--- src/rtl/xml_text_escaper_utf16_top_defines.svh ---
// Assertion helpers shared by the escaper modules.
// Each expects clk_i and rst_ni to be visible in the module that uses it.
`ifndef XML_TEXT_ESCAPER_UTF16_TOP_DEFINES_SVH
`define XML_TEXT_ESCAPER_UTF16_TOP_DEFINES_SVH

// The consequent must hold in the same cycle as the antecedent.
`define XTE_ASSERT_SAME(lbl, ante, cons) \
  lbl: assert property (@(posedge clk_i) disable iff (!rst_ni) (ante) |-> (cons)) \
    else $error("xte assertion failed");

// The consequent must hold in the cycle after the antecedent.
`define XTE_ASSERT_NEXT(lbl, ante, cons) \
  lbl: assert property (@(posedge clk_i) disable iff (!rst_ni) (ante) |=> (cons)) \
    else $error("xte assertion failed");

`endif

--- src/rtl/xte_pkg.sv ---
package xte_pkg;

  // One escaped code unit expands to at most six bytes.
  localparam int unsigned MaxBytes = 6;
  localparam int unsigned CntW     = 3;

  typedef logic [MaxBytes-1:0][7:0] byte_vec_t;

  // A group of bytes produced by one input transaction.
  typedef struct packed {
    byte_vec_t       bytes;
    logic [CntW-1:0] cnt;
    logic            str_end;
  } group_t;

  // Entity texts, first character in the top byte, padded with zeros.
  localparam logic [47:0] EntSpace = {"&#32;", 8'h00};
  localparam logic [47:0] EntQuot  = "&quot;";
  localparam logic [47:0] EntAmp   = {"&amp;", 8'h00};
  localparam logic [47:0] EntApos  = "&apos;";
  localparam logic [47:0] EntLt    = {"&lt;", 16'h0000};
  localparam logic [47:0] EntGt    = {"&gt;", 16'h0000};
  localparam logic [47:0] EntDel   = "&#127;";

  // Lay out an entity text so that byte 0 is sent first.
  function automatic byte_vec_t to_bytes(input logic [47:0] s);
    byte_vec_t b;
    for (int k = 0; k < MaxBytes; k++) begin
      b[k] = s[47-8*k -: 8];
    end
    return b;
  endfunction

endpackage

--- src/rtl/xte_in_if.sv ---
interface xte_in_if;
  logic        valid;
  logic        ready;
  logic [15:0] code_unit;
  logic        last_unit;

  modport source (output valid, output code_unit, output last_unit, input ready);
  modport sink (input valid, input code_unit, input last_unit, output ready);
endinterface

--- src/rtl/xte_out_if.sv ---
interface xte_out_if;
  logic       valid;
  logic       ready;
  logic [7:0] out_byte;
  logic       run_end;
  logic       string_end;

  modport source (output valid, output out_byte, output run_end, output string_end,
                  input ready);
  modport sink (input valid, input out_byte, input run_end, input string_end,
                output ready);
endinterface

--- src/rtl/xte_encode.sv ---
`include "xml_text_escaper_utf16_top_defines.svh"

module xte_encode (
  input  logic            clk_i,
  input  logic            rst_ni,
  xte_in_if.sink          in_i,
  input  logic            ser_free_i,
  output logic            grp_load_o,
  output xte_pkg::group_t grp_o
);

  // Input register.
  logic        vld_q;
  logic [15:0] unit_q;
  logic        last_q;

  // String state.
  logic        pws_q, pws_d;
  logic        start_q, start_d;
  logic [15:0] held_q, held_d;
  logic        hv_q, hv_d;

  xte_pkg::byte_vec_t       bytes;
  logic [xte_pkg::CntW-1:0] n;
  logic                     advance;
  logic                     is_sur;
  logic                     pair_ok;
  logic [20:0]              cp;
  logic [1:0]               tens;
  logic [4:0]               ones;

  // Pair and control-digit helpers.
  assign is_sur  = (unit_q[15:11] == 5'b11011);
  assign pair_ok = (held_q[15:10] == 6'b110110) && (unit_q[15:10] == 6'b110111);
  assign cp      = {1'b0, held_q[9:0], unit_q[9:0]} + 21'h10000;

  always_comb begin
    if (unit_q[4:0] >= 5'd30) begin
      tens = 2'd3;
      ones = unit_q[4:0] - 5'd30;
    end else if (unit_q[4:0] >= 5'd20) begin
      tens = 2'd2;
      ones = unit_q[4:0] - 5'd20;
    end else if (unit_q[4:0] >= 5'd10) begin
      tens = 2'd1;
      ones = unit_q[4:0] - 5'd10;
    end else begin
      tens = 2'd0;
      ones = unit_q[4:0];
    end
  end

  // Escape and encode the registered code unit.
  always_comb begin
    bytes   = '0;
    n       = '0;
    pws_d   = 1'b0;
    start_d = 1'b0;
    held_d  = held_q;
    hv_d    = 1'b0;
    if (hv_q) begin
      if (pair_ok) begin
        bytes[0] = {5'b11110, cp[20:18]};
        bytes[1] = {2'b10, cp[17:12]};
        bytes[2] = {2'b10, cp[11:6]};
        bytes[3] = {2'b10, cp[5:0]};
        n        = 3'd4;
      end else begin
        bytes[0] = 8'hEF;
        bytes[1] = 8'hBF;
        bytes[2] = 8'hBD;
        n        = 3'd3;
      end
    end else if (is_sur) begin
      if (!last_q) begin
        held_d = unit_q;
        hv_d   = 1'b1;
      end else begin
        bytes[0] = 8'hEF;
        bytes[1] = 8'hBF;
        bytes[2] = 8'hBD;
        n        = 3'd3;
      end
    end else if (unit_q[15:7] != '0) begin
      if (unit_q[15:11] == '0) begin
        bytes[0] = {3'b110, unit_q[10:6]};
        bytes[1] = {2'b10, unit_q[5:0]};
        n        = 3'd2;
      end else begin
        bytes[0] = {4'b1110, unit_q[15:12]};
        bytes[1] = {2'b10, unit_q[11:6]};
        bytes[2] = {2'b10, unit_q[5:0]};
        n        = 3'd3;
      end
    end else if (unit_q[6:5] == 2'b00) begin
      // Control character as a decimal reference.
      bytes[0] = "&";
      bytes[1] = "#";
      if (tens != 2'd0) begin
        bytes[2] = 8'h30 + {6'd0, tens};
        bytes[3] = 8'h30 + {3'd0, ones};
        bytes[4] = ";";
        n        = 3'd5;
      end else begin
        bytes[2] = 8'h30 + {3'd0, ones};
        bytes[3] = ";";
        n        = 3'd4;
      end
    end else begin
      case (unit_q[6:0])
        7'h20: begin
          if (start_q || last_q || pws_q) begin
            bytes = xte_pkg::to_bytes(xte_pkg::EntSpace);
            n     = 3'd5;
          end else begin
            bytes[0] = " ";
            n        = 3'd1;
            pws_d    = 1'b1;
          end
        end
        7'h22: begin
          bytes = xte_pkg::to_bytes(xte_pkg::EntQuot);
          n     = 3'd6;
        end
        7'h26: begin
          bytes = xte_pkg::to_bytes(xte_pkg::EntAmp);
          n     = 3'd5;
        end
        7'h27: begin
          bytes = xte_pkg::to_bytes(xte_pkg::EntApos);
          n     = 3'd6;
        end
        7'h3C: begin
          bytes = xte_pkg::to_bytes(xte_pkg::EntLt);
          n     = 3'd4;
        end
        7'h3E: begin
          bytes = xte_pkg::to_bytes(xte_pkg::EntGt);
          n     = 3'd4;
        end
        7'h7F: begin
          bytes = xte_pkg::to_bytes(xte_pkg::EntDel);
          n     = 3'd6;
        end
        default: begin
          bytes[0] = {1'b0, unit_q[6:0]};
          n        = 3'd1;
        end
      endcase
    end
    // The end of a string returns the state to its reset values.
    if (last_q) begin
      start_d = 1'b1;
      pws_d   = 1'b0;
      hv_d    = 1'b0;
    end
  end

  // Handshake: a held surrogate leaves without a byte group.
  assign advance    = vld_q && ((n == '0) || ser_free_i);
  assign grp_load_o = vld_q && (n != '0) && ser_free_i;
  assign in_i.ready = !vld_q || advance;

  assign grp_o.bytes   = bytes;
  assign grp_o.cnt     = n;
  assign grp_o.str_end = last_q;

  // Input register.
  always_ff @(posedge clk_i or negedge rst_ni) begin
    if (!rst_ni) begin
      vld_q <= 1'b0;
    end else if (in_i.valid && in_i.ready) begin
      vld_q <= 1'b1;
    end else if (advance) begin
      vld_q <= 1'b0;
    end
  end

  always_ff @(posedge clk_i) begin
    if (in_i.valid && in_i.ready) begin
      unit_q <= in_i.code_unit;
      last_q <= in_i.last_unit;
    end
  end

  // String state advances with each transaction that leaves the input register.
  always_ff @(posedge clk_i or negedge rst_ni) begin
    if (!rst_ni) begin
      pws_q   <= 1'b0;
      start_q <= 1'b1;
      hv_q    <= 1'b0;
    end else if (advance) begin
      pws_q   <= pws_d;
      start_q <= start_d;
      hv_q    <= hv_d;
    end
  end

  always_ff @(posedge clk_i) begin
    if (advance) begin
      held_q <= held_d;
    end
  end

  `XTE_ASSERT_SAME(a_held_not_at_start, hv_q, !start_q)
  `XTE_ASSERT_SAME(a_space_not_at_start, start_q, !pws_q)

endmodule

--- src/rtl/xte_serialize.sv ---
`include "xml_text_escaper_utf16_top_defines.svh"

module xte_serialize (
  input  logic            clk_i,
  input  logic            rst_ni,
  input  logic            grp_load_i,
  input  xte_pkg::group_t grp_i,
  output logic            ser_free_o,
  xte_out_if.source       out_o
);

  xte_pkg::group_t          grp_q;
  logic [xte_pkg::CntW-1:0] idx_q;
  logic                     busy_q;
  logic                     pop;
  logic                     run_end;

  // Byte output from the group register.
  assign run_end         = (idx_q == grp_q.cnt - 3'd1);
  assign pop             = busy_q && out_o.ready;
  assign ser_free_o      = !busy_q || (pop && run_end);
  assign out_o.valid     = busy_q;
  assign out_o.out_byte  = grp_q.bytes[idx_q];
  assign out_o.run_end   = run_end;
  assign out_o.string_end = run_end && grp_q.str_end;

  // Group register and byte index.
  always_ff @(posedge clk_i or negedge rst_ni) begin
    if (!rst_ni) begin
      busy_q <= 1'b0;
      idx_q  <= '0;
    end else if (grp_load_i) begin
      busy_q <= 1'b1;
      idx_q  <= '0;
    end else if (pop) begin
      if (run_end) begin
        busy_q <= 1'b0;
      end else begin
        idx_q <= idx_q + 3'd1;
      end
    end
  end

  always_ff @(posedge clk_i) begin
    if (grp_load_i) begin
      grp_q <= grp_i;
    end
  end

  `XTE_ASSERT_SAME(a_idx_in_group, busy_q, (grp_q.cnt != '0) && (idx_q < grp_q.cnt))
  `XTE_ASSERT_NEXT(a_stall_holds_idx, busy_q && !out_o.ready, busy_q && $stable(idx_q))
  `XTE_ASSERT_SAME(a_load_only_free, grp_load_i, ser_free_o)

endmodule

--- src/rtl/xml_text_escaper_utf16_top.sv ---
// The first byte of a code unit passes the input register and then the group register of
// the byte serializer, which must be free to load it, before it is offered on the output.
// Throughput: one code unit per cycle while each unit yields a single byte and
// the output is ready; a unit of k bytes (up to 6) holds the serializer till all are sent.
// A surrogate that waits for its partner yields no byte and needs no free serializer.
// Reset (rst_ni, asynchronous, active low) empties both registers and starts a new string.
module xml_text_escaper_utf16_top (
  input  logic      clk_i,
  input  logic      rst_ni,
  xte_in_if.sink    in_i,
  xte_out_if.source out_o
);

  logic            ser_free;
  logic            grp_load;
  xte_pkg::group_t grp;

  xte_encode u_encode (
    .clk_i      (clk_i),
    .rst_ni     (rst_ni),
    .in_i       (in_i),
    .ser_free_i (ser_free),
    .grp_load_o (grp_load),
    .grp_o      (grp)
  );

  xte_serialize u_serialize (
    .clk_i      (clk_i),
    .rst_ni     (rst_ni),
    .grp_load_i (grp_load),
    .grp_i      (grp),
    .ser_free_o (ser_free),
    .out_o      (out_o)
  );

endmodule
--- src/flat_wrapper.sv ---
// flat-port wrapper written by rule: the top's interface ports become plain ports
module xml_text_escaper_utf16_top_flat 
  (clk_i, rst_ni, in_i_valid, in_i_code_unit, in_i_last_unit, in_i_ready, out_o_valid, out_o_out_byte, out_o_run_end, out_o_string_end, out_o_ready);
  xte_in_if in_i_i ();
  xte_out_if out_o_i ();
  input  logic clk_i;
  input  logic rst_ni;
  input wire logic [$bits(in_i_i.valid)-1:0] in_i_valid;
  input wire logic [$bits(in_i_i.code_unit)-1:0] in_i_code_unit;
  input wire logic [$bits(in_i_i.last_unit)-1:0] in_i_last_unit;
  output wire logic [$bits(in_i_i.ready)-1:0] in_i_ready;
  output wire logic [$bits(out_o_i.valid)-1:0] out_o_valid;
  output wire logic [$bits(out_o_i.out_byte)-1:0] out_o_out_byte;
  output wire logic [$bits(out_o_i.run_end)-1:0] out_o_run_end;
  output wire logic [$bits(out_o_i.string_end)-1:0] out_o_string_end;
  input wire logic [$bits(out_o_i.ready)-1:0] out_o_ready;
  assign in_i_i.valid = in_i_valid;
  assign in_i_i.code_unit = in_i_code_unit;
  assign in_i_i.last_unit = in_i_last_unit;
  assign in_i_ready = in_i_i.ready;
  assign out_o_valid = out_o_i.valid;
  assign out_o_out_byte = out_o_i.out_byte;
  assign out_o_run_end = out_o_i.run_end;
  assign out_o_string_end = out_o_i.string_end;
  assign out_o_i.ready = out_o_ready;
  xml_text_escaper_utf16_top u_core (.clk_i(clk_i), .rst_ni(rst_ni), .in_i(in_i_i), .out_o(out_o_i));
endmodule
--- config.mk ---
export PLATFORM = sky130hd
export DESIGN_NAME = xml_text_escaper_utf16_top_flat
export DESIGN_NICKNAME = d
export VERILOG_FILES = /design/src/rtl/xte_pkg.sv /design/src/rtl/xte_in_if.sv /design/src/rtl/xte_out_if.sv /design/src/rtl/xte_encode.sv /design/src/rtl/xte_serialize.sv /design/src/rtl/xml_text_escaper_utf16_top.sv /design/src/flat_wrapper.sv
export VERILOG_INCLUDE_DIRS = /design/src /design/src/rtl
export SDC_FILE = /design/constraint.sdc
export NUM_CORES = 1
export LEC_CHECK = 0
export BUFFER_PORTS_ARGS = -buffer_cell sky130_fd_sc_hd__buf_2
export CAP_MARGIN = 20
export CELL_PAD_IN_SITES_DETAIL_PLACEMENT = 0
export CELL_PAD_IN_SITES_GLOBAL_PLACEMENT = 2
export CORE_MARGIN = 3
export CORE_UTILIZATION = 44
export CTS_CLUSTER_SIZE = 25
export DETAILED_ROUTE_END_ITERATION = 10
export PLACE_DENSITY = 0.94
export REMOVE_ABC_BUFFERS = 1
export SLEW_MARGIN = 20
export SYNTH_ARGS = -nofsm -noshare
export SYNTH_HDL_FRONTEND = slang
export SYNTH_SLANG_ARGS = --single-unit
--- constraint.sdc ---
create_clock -name clk_i -period 7.8 [get_ports clk_i]
set_input_delay 0.78 -clock clk_i [delete_from_list [all_inputs] [get_ports clk_i]]
set_output_delay 0.78 -clock clk_i [all_outputs]
set_load 0.02 [all_outputs]
After elaboration in Yosys (flattened, before gate mapping):

Index checks and enable logic that the tools add are counted.

* output and inout bits: 12
* logic and storage cells: 129
* flip-flop bits (word level): 93

* add/subtract/negate cells: 8
* reductions and logical operators: 32
* bitwise gates (word level): 2
* multiplexer cells: 54
* order comparisons: 4
* eq/ne operators: 12

Operators with widths (count)
* 38-bit one-hot mux with 7 select lines: 1
* 24-bit two-way mux: 3
* 7-bit by 6-bit equality test with 1-bit output, second input constant: 6
* 40-bit two-way mux: 1
* 8-bit two-way mux: 5
* 32-bit two-way mux: 1
* 3-bit two-way mux: 10
* 30-bit two-way mux: 1
* 8-bit binary-select mux with 3-bit select: 1
* 22-bit two-way mux: 1
* 20-bit by 17-bit adder with 21-bit output, second input constant: 1
* 1-bit two-way mux: 19
* 8-bit one-hot mux with 2 select lines: 1
* 15-bit two-way mux: 1
* 5-bit two-way mux: 3
* 14-bit two-way mux: 1
* 6-bit equality test, second input constant: 2
* 3-bit one-hot mux with 4 select lines: 1
* 5-bit greater-or-equal comparator, second input constant: 2
* 5-bit subtractor, second input constant: 2
* 9-bit nonzero test: 1
* 1-bit logical AND: 8
* 2-bit nonzero test: 4
* 6-bit by 2-bit adder with 7-bit output, first input constant: 1
* other kinds (25): 35

Logic depth before layout (Yosys ltp):

* depth in word-level cells: 16
* mapped depth: 9

By module:

Synthesis repeated with hierarchy kept, for this count alone.

* cells, all modules: 433
* area, all modules: 5048.6 µm²

By module, submodules not included
* xte_encode: area an instance 2766.4 µm², sequential area each 1092.3 µm², cells each 310, times used 1
* xte_serialize: area an instance 2282.2 µm², sequential area each 1661.6 µm², cells each 123, times used 1

Worst setup path after synthesis:

OpenSTA, ideal clock, no wires.

* path type: flip-flop to flip-flop
* start point: register u_core.u_serialize.grp_q[1] in the netlist's numbering
* end point: register u_core.u_serialize.grp_q[0] in the netlist's numbering, enable pin
* stages on the path, launching flop included: 7
* library setup time: 439 ps
* data required time: 7361 ps
* arrival: 2893 ps
* path slack: 4468 ps
* buffers on the path: 0
* cells stage by stage: edfxtp_1 -> inv_1 -> ha_1 -> xnor2_1 -> nor2_1 -> a31oi_1 -> nor2_1

* longest elaborated chain between the ends: 5

RTL lines
* from (decl): line xte_serialize.sv:12 `xte_pkg::group_t grp_q;`
* from (signal assigned): line xte_serialize.sv:46 `grp_q <= grp_i;`
* 3-bit by 1-bit subtractor with 3-bit output: line xte_serialize.sv:19 `assign run_end = (idx_q == grp_q.cnt - 3'd1);`
* 3-bit equality test: line xte_serialize.sv:19
* 1-bit logical AND: line xte_serialize.sv:21 `assign ser_free_o = !busy_q || (pop && run_end);`
* 1-bit logical OR: line xte_serialize.sv:21
* 1-bit logical AND: line xte_encode.sv:161 `assign grp_load_o = vld_q && (n != '0) && ser_free_i;`
* named net u_core.grp_load: line xml_text_escaper_utf16_top.sv:15 `logic grp_load;`

The timed path passes the listed nets, and every way through them passes these cells.
A chain may end at the register's enable or synchronous reset.

Worst setup path in the final report:

* start point: register u_core.u_serialize.idx_q[0] in the netlist's numbering
* end point: output in_i_ready

* longest elaborated chain between the ends: 6

RTL lines
* from (decl): line xte_serialize.sv:13 `logic [xte_pkg::CntW-1:0] idx_q;`
* from (signal assigned): line xte_serialize.sv:39 `idx_q <= idx_q + 3'd1;`
* 3-bit equality test: line xte_serialize.sv:19
* 1-bit logical AND: line xte_serialize.sv:21
* 1-bit logical OR: line xte_serialize.sv:21
* 1-bit logical OR: line xte_encode.sv:160 `assign advance = vld_q && ((n == '0) || ser_free_i);`
* 1-bit logical AND: line xte_encode.sv:160
* 1-bit logical OR: line xte_encode.sv:162 `assign in_i.ready = !vld_q || advance;`
* to (decl): line flat_wrapper.sv:11 `output wire logic [$bits(in_i_i.ready)-1:0] in_i_ready;`

Every way passes these cells.

==> impl_metrics.toml <==
[run_status]
status = "completed"

[timing]
rsz0062_at_grt = "false"
slew_headroom_pct = 38.3
max_clock_freq_mhz = 306
finalHoldViolations = 0
fin_crit_sh_pct = 41.9
finClkSkew_ns = 0.0107
max_slew.worst_pin.slew_ns = 0.920
fin_tns_setup_ns = 0
report.final.slew_viol_count = 0
whs_ns = 0.245
period_needed_ns = 3.26
setup_viol = 0

[floorplanning]
std_cell_rows = 36
ios = 33
die_area_um2 = 11500
core-area_um2 = 9910
die_h_um = 107
dieWidth_um = 107
start_util_pct = 45.7

[route]
totalWireLength_um = 11800
drt-initial-drc-count = 600
ant_nets = 0
drc = 0
drt_first_pass_iters = 6
viasPerCell = 6.25
wl_per_cell_um = 20.9
vias = 3523

[setup_path]
r2r-start = "u_core.u_encode.unit_q[2]$_DFFE_PP_"
worst_r2r_endpoint = "u_core.u_serialize.grp_q[6]$_DFFE_PP_"
crit_slowest_cell = "dfrtp_1"
critPathCaptureType = "primary output"
cp_data_arrival_time_ns = 2.48
endpoint = "in_i_ready"
r2r_cells = 7
start_kind = "register"
worstSetupPathType = "reg -> out"
path_buf_inv = 1
worst-path-max-fanout = 21
required_ns = 7.02
worst-r2r-setup-slack_ns = 4.79
startpoint = "u_core.u_serialize.idx_q[0]$_DFFE_PN0P_"
cpPeakStageDelay_ns = 0.95
cp.depth = 5
crit_chain = "xnor2_1 > nor2_1 > a31oi_1 > nand3_1 > buf_2"
crit_family = "flip-flops"

[placed_design]
dpl_cell_area_um2 = 4760
io_buffers = 32
globalplace.congestion = 0.909
dp_hpwl_um = 8300

[final_layout]
multi_input_area_um2 = 1940
final_area_um2 = 5030
n_antenna_cell = 0
postLayoutCoreUtil_pct = 50.7
layout_commonest_cell = "edfxtp_1"
n_fill_cell = 920
layout-drive-gt1-share_pct = 16.9
area.sequential_um2 = 2420
mostFrequentLayoutCells = "edfxtp_1 (74), buf_2 (32), nand2_1 (30), a21oi_1 (30), nor2_1 (23)"
area_delta_synth_final_pct = 11.0
fin_nets = 458

[logic_synthesis]
yosys.area_share.simple_pct = 17.0
muxShareOfSynthArea_pct = 5.36
netlist_area_um2 = 4530
synth_top_flop_cell = "edfxtp_1"
synth-async-reset-ratio_pct = 9.76
synth_top_family_by_area = "simple AND/OR/NAND/NOR gates"
yosysSeqAreaShare_pct = 53.5
synth-seq-cells = 82
synth_compound_area_share_pct = 15.9
ys_warn_count = 0
syn_inst = 405
postSynthAreaPerCell_um2 = 11.2
synth-xor-area-share_pct = 1.35
synthAdderAreaFrac_pct = 3.04
synth_edf_count = 74
netlist-cell-type-count = 70

[global_routing]
grt-ovfl-total = 0
grt_antenna_before_repair = 0
grt_use_total_pct = 21.0
grt_pass1_wl_um = 18200
grt_max_degree = 42
grt_pass1_vias = 3129

[clock_network]
cts_buffer_depth = 2
cts_hold_buffers = 0
cts_buffers = 9
cts_resized = 0
clk_pin_slew_ns = 0.09
htreeDepth = 3
cts-root-buf = "clkbuf_8"
tritoncts = "yes"
clkSinkCount = 82
clk_latency_ns = 0.36
postCtsSetupBuffers = 0

[min_path]
hold_path.class = "in -> async"

[power]
power_density_nw_per_um2 = 294
peakVddDrop_uv = 149
leakagePower_nw = 1.82

[run]
max-cap-violations = 0
## Yosys cell counts, types with 8 or more instances
master / count / area, µm²
a21oi_1: 30 / 150
a31oi_1: 8 / 50.1
clkbuf_1: 14 / 52.6
edfxtp_1: 74 / 2220
ha_1: 11 / 138
inv_1: 18 / 67.6
nand2_1: 30 / 113
nand3_1: 11 / 55.1
nor2_1: 24 / 90.1
nor2b_1: 9 / 56.3
nor3_1: 10 / 50.1
o21ai_0: 19 / 95.1
or3_1: 9 / 56.3
## how the worst min path moves through the flow
stage	to	slack (ns)	cells past startpoint
2_1_floorplan	u_core.u_encode.hv_q$_DFFE_PN0P_	0.48	0
6_report	u_core.u_encode.pws_q$_DFFE_PN0P_	0.25	1
3_3_place_gp	u_core.u_encode.pws_q$_DFFE_PN0P_	0.49	1
3_5_place_dp	u_core.u_encode.pws_q$_DFFE_PN0P_	0.50	1
4_1_cts	u_core.u_encode.pws_q$_DFFE_PN0P_	0.24	1
5_1_grt	u_core.u_encode.pws_q$_DFFE_PN0P_	0.25	1
## registers in the layout, summed over array words and instances (netlist names), 3 cells and up
name / count
u_core.u_encode.held_q: 16
u_core.u_serialize.grp_q: 41
u_core.u_serialize.idx_q: 3
u_core.u_encode.unit_q: 16
## area by class of cell
class / instances / area share [%]
Clock buffer: 9 / 2.46
Clock inverter: 7 / 2.31
Inverter: 19 / 1.42
Multi-Input combinational cell: 281 / 38.6
Sequential cell: 82 / 48.2
Tap cell: 133 / 3.31
Timing Repair Buffer: 33 / 3.73
## where the power goes
part,total [mW],leakage [nW],switching [mW],internal [mW]
logic,0.434,0.942,0.252,0.182
clock network,0.377,0.116,0.164,0.213
registers,0.666,0.757,0.103,0.563
total,1.48,1.82,0.520,0.957
## stage by stage
stage	setup WS (ns)	instances	power (mW)
global route	4.32	564	1.55
global placement	4.93	547	1.09
CTS	4.46	563	1.47
detailed placement	4.87	547	1.10
floorplan	4.40	382	0.946
finish	4.54	564	1.48
## worst reg2reg max path, cell delays in order, from the launching register on
cell and delay (ns):
edfxtp_1 0.63, inv_1 0.24, ha_1 0.22, nand4bb_1 0.21, nor4_2 0.75, nor2_1 0.11
a22o_1 0.28, o21ai_0 0.34
## logic make-up (layout without fill, tap and decap cells)
family | count (synthesis) | count (layout)
and+or+nand+nor | 137 | 137
AOI/OAI and AO/OA | 109 | 109
DFF | 82 | 82
buffers and inverters | 42 | 68
muxes | 17 | 17
adders and majority gates | 11 | 11
xor gates and xnor gates | 7 | 7
## metal layers
layer  track usage [%]  share of wire (%)  vias up
li1                  -                  -     1605
met5                 0                  0        -
met4              7.03                2.9        0
met1              30.5                 44     1693
met2              31.8                 45      197
met3              3.96                8.6       28
Power figures use the tool's default switching activity.
